==> src/design/simpint_pkg.sv <==
// Package for the Simpson integral block: widths, constants, status codes,
// sequencer steps and the structs passed between modules.
// Depends on nothing; every other design file uses it.
package simpint_pkg;

    localparam int SAMPLE_W   = 32;
    localparam int CNT_W      = 24;
    localparam int WSUM_W     = 60;
    localparam int STEN_W     = 40;
    localparam int OUT_W      = 64;
    localparam int BIG_W      = 530;
    localparam int BIG_CNT_W  = $clog2(BIG_W + 1);

    localparam int PEAK_SHIFT     = 80;
    localparam int ERR_SHIFT      = 32;
    localparam int UNIT_SHIFT     = 64;
    localparam int PEAK_DEN       = 6;
    localparam int ERR_SCALE      = 1080;
    localparam int MIN_ERR_POINTS = 7;
    localparam int MIN_POINTS     = 2;

    typedef enum logic [1:0] {
        ST_OK    = 2'd0,
        ST_EVEN  = 2'd1,
        ST_SHORT = 2'd2,
        ST_BAD   = 2'd3
    } t_status;

    typedef enum logic [1:0] {
        OP_MUL,
        OP_DIV,
        OP_SQRT
    } t_alu_op;

    typedef enum logic [4:0] {
        SQ_IDLE,
        SQ_INT_MUL,
        SQ_INT_DIV,
        SQ_H2,
        SQ_H4,
        SQ_PK_DEN,
        SQ_PK_DIV,
        SQ_D2,
        SQ_D4,
        SQ_D5,
        SQ_E,
        SQ_E2,
        SQ_X,
        SQ_SQRT,
        SQ_M2,
        SQ_M4,
        SQ_Q1,
        SQ_Q2,
        SQ_ERR,
        SQ_DONE
    } t_step;

    typedef struct packed {
        logic [CNT_W-1:0]    count;
        logic                overflow;
        logic [SAMPLE_W-1:0] span_mag;
        logic                span_neg;
        logic [WSUM_W-1:0]   wsum_mag;
        logic                wsum_neg;
        logic [SAMPLE_W-1:0] step_mag;
        logic                step_zero;
        logic [STEN_W-1:0]   stencil;
    } t_snapshot;

    typedef struct packed {
        logic [OUT_W-1:0] integral;
        logic [OUT_W-1:0] error_estimate;
        logic [OUT_W-1:0] peak;
        t_status          status;
    } t_result;

endpackage

==> src/design/simpint_accum.sv <==
// Per-sample accumulation: Simpson weighted sum, six-sample window, peak
// fourth-difference stencil and point count. Depends on simpint_pkg.
module simpint_accum #(
    parameter int MAX_POINTS = 65535
) (
    input  logic                                    i_clk,
    input  logic                                    i_rst_n,
    input  logic                                    i_accept,
    input  logic signed [simpint_pkg::SAMPLE_W-1:0] i_x,
    input  logic signed [simpint_pkg::SAMPLE_W-1:0] i_y,
    input  logic                                    i_last,
    output simpint_pkg::t_snapshot                  o_snap
);
    localparam int SW   = simpint_pkg::SAMPLE_W;
    localparam int CNW  = simpint_pkg::CNT_W;
    localparam int WSW  = simpint_pkg::WSUM_W;
    localparam int STW  = simpint_pkg::STEN_W;
    localparam int SVW  = STW + 2;
    localparam int WIN  = 6;

    localparam logic signed [SVW-1:0] C12 = SVW'(12);
    localparam logic signed [SVW-1:0] C39 = SVW'(39);
    localparam logic signed [SVW-1:0] C56 = SVW'(56);

    logic signed [SW-1:0]  r_win [WIN];
    logic signed [SW-1:0]  r_first, n_first;
    logic signed [SW-1:0]  r_second, n_second;
    logic [CNW-1:0]        r_count, n_count;
    logic signed [WSW-1:0] r_wsum, n_wsum;
    logic [STW-1:0]        r_sten, n_sten;
    logic                  r_ovf, n_ovf;

    logic                  full;
    logic signed [WSW-1:0] y_ext;
    logic signed [WSW-1:0] wy;
    logic signed [SVW-1:0] sv;
    logic [SVW-1:0]        sv_mag;
    logic signed [SW:0]    span;
    logic signed [SW:0]    step;
    logic [SW:0]           span_abs;
    logic [SW:0]           step_abs;

    function automatic logic signed [SVW-1:0] sx(input logic signed [SW-1:0] v);
        return {{(SVW - SW){v[SW-1]}}, v};
    endfunction

    always_comb begin
        full  = r_ovf || (r_count >= CNW'(MAX_POINTS));
        y_ext = {{(WSW - SW){i_y[SW-1]}}, i_y};
        if (i_last || r_count == '0) begin
            wy = y_ext;
        end else if (r_count[0]) begin
            wy = y_ext <<< 2;
        end else begin
            wy = y_ext <<< 1;
        end
        sv = -sx(r_win[0]) + C12 * sx(r_win[1]) - C39 * sx(r_win[2])
             + C56 * sx(r_win[3]) - C39 * sx(r_win[4]) + C12 * sx(r_win[5]) - sx(i_y);
        sv_mag = sv[SVW-1] ? -sv : sv;

        n_first  = r_first;
        n_second = r_second;
        n_count  = r_count;
        n_wsum   = r_wsum;
        n_sten   = r_sten;
        n_ovf    = r_ovf;
        if (full) begin
            n_ovf = 1'b1;
        end else begin
            if (r_count == '0) begin
                n_first = i_x;
            end
            if (r_count == CNW'(1)) begin
                n_second = i_x;
            end
            n_wsum  = r_wsum + wy;
            if (r_count >= CNW'(WIN) && sv_mag[STW-1:0] > r_sten) begin
                n_sten = sv_mag[STW-1:0];
            end
            n_count = r_count + CNW'(1);
        end

        span     = {i_x[SW-1], i_x} - {n_first[SW-1], n_first};
        step     = {n_second[SW-1], n_second} - {n_first[SW-1], n_first};
        span_abs = span[SW] ? -span : span;
        step_abs = step[SW] ? -step : step;

        o_snap.count     = n_count;
        o_snap.overflow  = n_ovf;
        o_snap.span_mag  = span_abs[SW-1:0];
        o_snap.span_neg  = span[SW];
        o_snap.wsum_mag  = n_wsum[WSW-1] ? WSW'(-n_wsum) : WSW'(n_wsum);
        o_snap.wsum_neg  = n_wsum[WSW-1];
        o_snap.step_mag  = step_abs[SW-1:0];
        o_snap.step_zero = (n_second == n_first);
        o_snap.stencil   = n_sten;
    end

    always_ff @(posedge i_clk) begin
        if (!i_rst_n) begin
            r_count <= '0;
            r_wsum  <= '0;
            r_sten  <= '0;
            r_ovf   <= 1'b0;
        end else if (i_accept) begin
            if (i_last) begin
                r_count <= '0;
                r_wsum  <= '0;
                r_sten  <= '0;
                r_ovf   <= 1'b0;
            end else begin
                r_count <= n_count;
                r_wsum  <= n_wsum;
                r_sten  <= n_sten;
                r_ovf   <= n_ovf;
            end
        end
        if (i_accept) begin
            r_first  <= n_first;
            r_second <= n_second;
            if (!full) begin
                for (int i = 0; i < WIN - 1; i++) begin
                    r_win[i] <= r_win[i+1];
                end
                r_win[WIN-1] <= i_y;
            end
        end
    end

endmodule

==> config.mk <==
export PLATFORM = sky130hd
export DESIGN_NAME = simpint_accum
export DESIGN_NICKNAME = d
export VERILOG_FILES = /design/src/design/simpint_pkg.sv /design/src/design/simpint_accum.sv
export SDC_FILE = /design/constraint.sdc
export NUM_CORES = 2
export LEC_CHECK = 0
export BUFFER_PORTS_ARGS = -buffer_cell sky130_fd_sc_hd__buf_2
export CAP_MARGIN = 10
export CORE_MARGIN = 2
export CORE_UTILIZATION = 60
export CTS_CLUSTER_DIAMETER = 50
export DETAILED_ROUTE_END_ITERATION = 6
export PLACE_DENSITY_LB_ADDON = 0.05
export SETUP_SLACK_MARGIN = 0.2
export SLEW_MARGIN = 10
export SYNTH_ARGS = -nofsm -noshare
export SYNTH_HDL_FRONTEND = slang
export SYNTH_SLANG_ARGS = --single-unit
==> constraint.sdc <==
create_clock -name i_clk -period 18 [get_ports i_clk]
set_input_delay 3.6 -clock i_clk [delete_from_list [all_inputs] [get_ports i_clk]]
set_output_delay 3.6 -clock i_clk [all_outputs]
set_load 0.05 [all_outputs]
==> reports/results.txt <==
Routability-driven placement congestion ratio = 0.916
Vias in the first global route = 38600
Core Box Area = 0.0808 sq mm
PortBufs = 259
Synthesized area = 0.0491 sq mm
Cts hold-fix bufs = 0
Post-DR vias/cell = 5.81
CP max-delay cell = a2111oi_1
Clock-pin slew on the worst setup and hold paths = 50 ps
Area Overhead vs Synth = 9.87%
CTS sink cnt = 381
Yosys warnings = 0
Tmin final = 17170 ps
WL/cell = 19.4 microns
List of most frequent post-synthesis cells = 970 x inv_1, 594 x ha_1, 414 x fa_1
Die area = 0.0841 sq mm
Skew final = 21.1 ps
Initial antenna violation count = 5
WS Path Type = in -> out
Die Height = 290 microns
CTS tree = done
Sequential element share of the synthesized area = 20.8%
Starting Density = 60.7%
Routed wire length = 130000 microns
Largest net degree at the start of global routing = 77
Slew Viols, Final = 0
Row count = 104
First-pass DRT Iterations = 6
DRC Markers = 0
Die Span X = 290 microns
Slew @ Worst Pin = 1240 ps
Max frequency = 58.3 MHz
HP Class = reg -> reg
Final hold violations = 0
Max Cap Viol = 0
Max-slew headroom = 16.0%
FF+latch count, synth = 381
Critical Path Most Common Cell = fa_1
CP arrival = 13570 ps
Area share of the largest cell type after synthesis = 16.9%
Final setup fails = 0
NumNets Final = 6687
Status = finished clean
Critical path data required time = 14400 ps
Total track usage = 30.8%
Endpoint class of the critical path = primary output
RSZ-0062 raised after global routing = false
Max incr delay on CP = 630 ps
Top_reg_cell synth = edfxtp_1
Fin crit share = 95.4%
Total CTS buffers = 69
Hold Path Stages = 1
First-pass GRT wire length = 208000 microns
DRT iter0 DRCs = 2529
Dominant cell type by area after synthesis = fa_1
Netlist cell types = 108
Syn Nets = 6469
Clock tree buffer depth = 3
Total number of vias = 39100
Dpl hpwl = 104000 microns
Share of cells above drive strength 1 = 10.7%
Clock root buffer = clkbuf_16
R2R depth = 50
CP Launch Type = input pin
Count leader, synth = inv_1
Syn Area/Cell = 9.10 sq um
Top cells by area, synth = fa_1 17%, edfxtp_1 16%, ha_1 15%
WHS = 486 ps
Critical path peak fanout = 22
H-tree depth = 3
Top-Level Pins = 260
FFs w/ async S/R, synth = 0%
EDFF count, synth = 256
Antenna-violating nets left = 0
Remaining Overflow, GRT = 0
Syn Inst Count = 5393
TNS Setup = 0 ps
Clock Latency Late Sink = 630 ps
==> state kept, by name, indices dropped and copies added (netlist names) <==
| name | cells |
|---|---|
| r_ovf | 1 |
| r_wsum | 60 |
| r_count | 24 |
| r_win | 192 |
| r_second | 32 |
| r_first | 32 |
| r_sten | 40 |
==> worst paths after layout <==
| path | end | from | slack (ps) |
|---|---|---|---|
| max | o_snap[5] | i_y[8] | 830 |
| min reg2reg | r_count[19] | r_count[19] | 490 |
| min | r_count[19] | r_count[19] | 490 |
| max reg2reg | r_sten[6] | r_win[5][1] | 4580 |
==> routing by layer <==
layer  track usage [%]  vias to the layer above  share of wire [%]
li1                  -                    18900                  -
met1              42.5                    18900                 45
met2              50.1                     1123                 45
met3              5.23                      214                6.3
met4              8.59                        6                2.9
met5                 0                        -              0.031
==> what timing repair did <==
action	in CTS	in global routing
setup endpoints to repair	40	40
hold endpoints to repair	0	0
cloned	0	1
gates resized for setup	2	17
pin swaps	0	5
buffers inserted	0	8
==> critical path: cells and delay by family <==
family	cells	cell delay, ps
adders and majority gates	9	4170
muxes	1	360
AOI/OAI and AO/OA	12	3000
buffers and inverters	6	710
and+or+nand+nor	7	1420
xor gates and xnor gates	1	310
==> cell usage in the layout (no fill, tap or decap), drive strengths merged, types with 60 or more instances in the layout <==
cell type / Yosys / routed
a21o: 118 / 118
a21oi: 289 / 289
and2: 72 / 72
buf: 40 / 292
clkbuf: 106 / 78
dfxtp: 125 / 125
edfxtp: 256 / 256
fa: 414 / 414
ha: 594 / 594
inv: 973 / 988
mux2: 104 / 104
mux2i: 60 / 60
nand2: 292 / 292
nand3: 86 / 86
nor2: 258 / 258
nor2b: 98 / 98
nor3: 102 / 102
o21a: 62 / 62
o21ai: 243 / 243
xnor2: 236 / 236
xor2: 139 / 139
==> cell type report <==
class,count,area (sq um)
Fill cell,6704,26900
Tap cell,1060,1330
Clock buffer,78,1840
Clock inverter,49,581
Inverter,974,3660
Multi-Input combinational cell,3893,34800
Sequential cell,381,10200
Antenna cell,2,5.00
Timing Repair Buffer,292,1560
==> metrics by stage <==
step / setup WS (ps) / utilization (%) / std cells / area, sq um
after detailed placement: 616 / 63.5 / 6591 / 51300
after global placement: 745 / 63.5 / 6591 / 51300
after global routing: 244 / 66.7 / 6728 / 53900
after floorplan: 1490 / - / 5393 / 49100
final: 835 / 66.7 / 6729 / 53900
after CTS: 225 / 66.6 / 6718 / 53800
==> cells by family (layout without fill, tap and decap cells) <==
logic type               Yosys count  count (layout)  synth area share, %
AND/OR/NAND/NOR                 1200            1200                 12.6
AO/OA/AOI/OAI                   1144            1145                 15.6
buffers and inverters           1120            1393                 8.69
adder cells (fa/ha/maj)         1008            1008                 32.0
flip-flops                       381             381                 20.8
XOR/XNOR                         376             376                 6.74
multiplexers                     164             164                 3.61
other                              0               2                    0
Power is left out: the tool's default activity adds up to more than one toggle a clock period on the data nets, which glitch-free logic cannot reach.
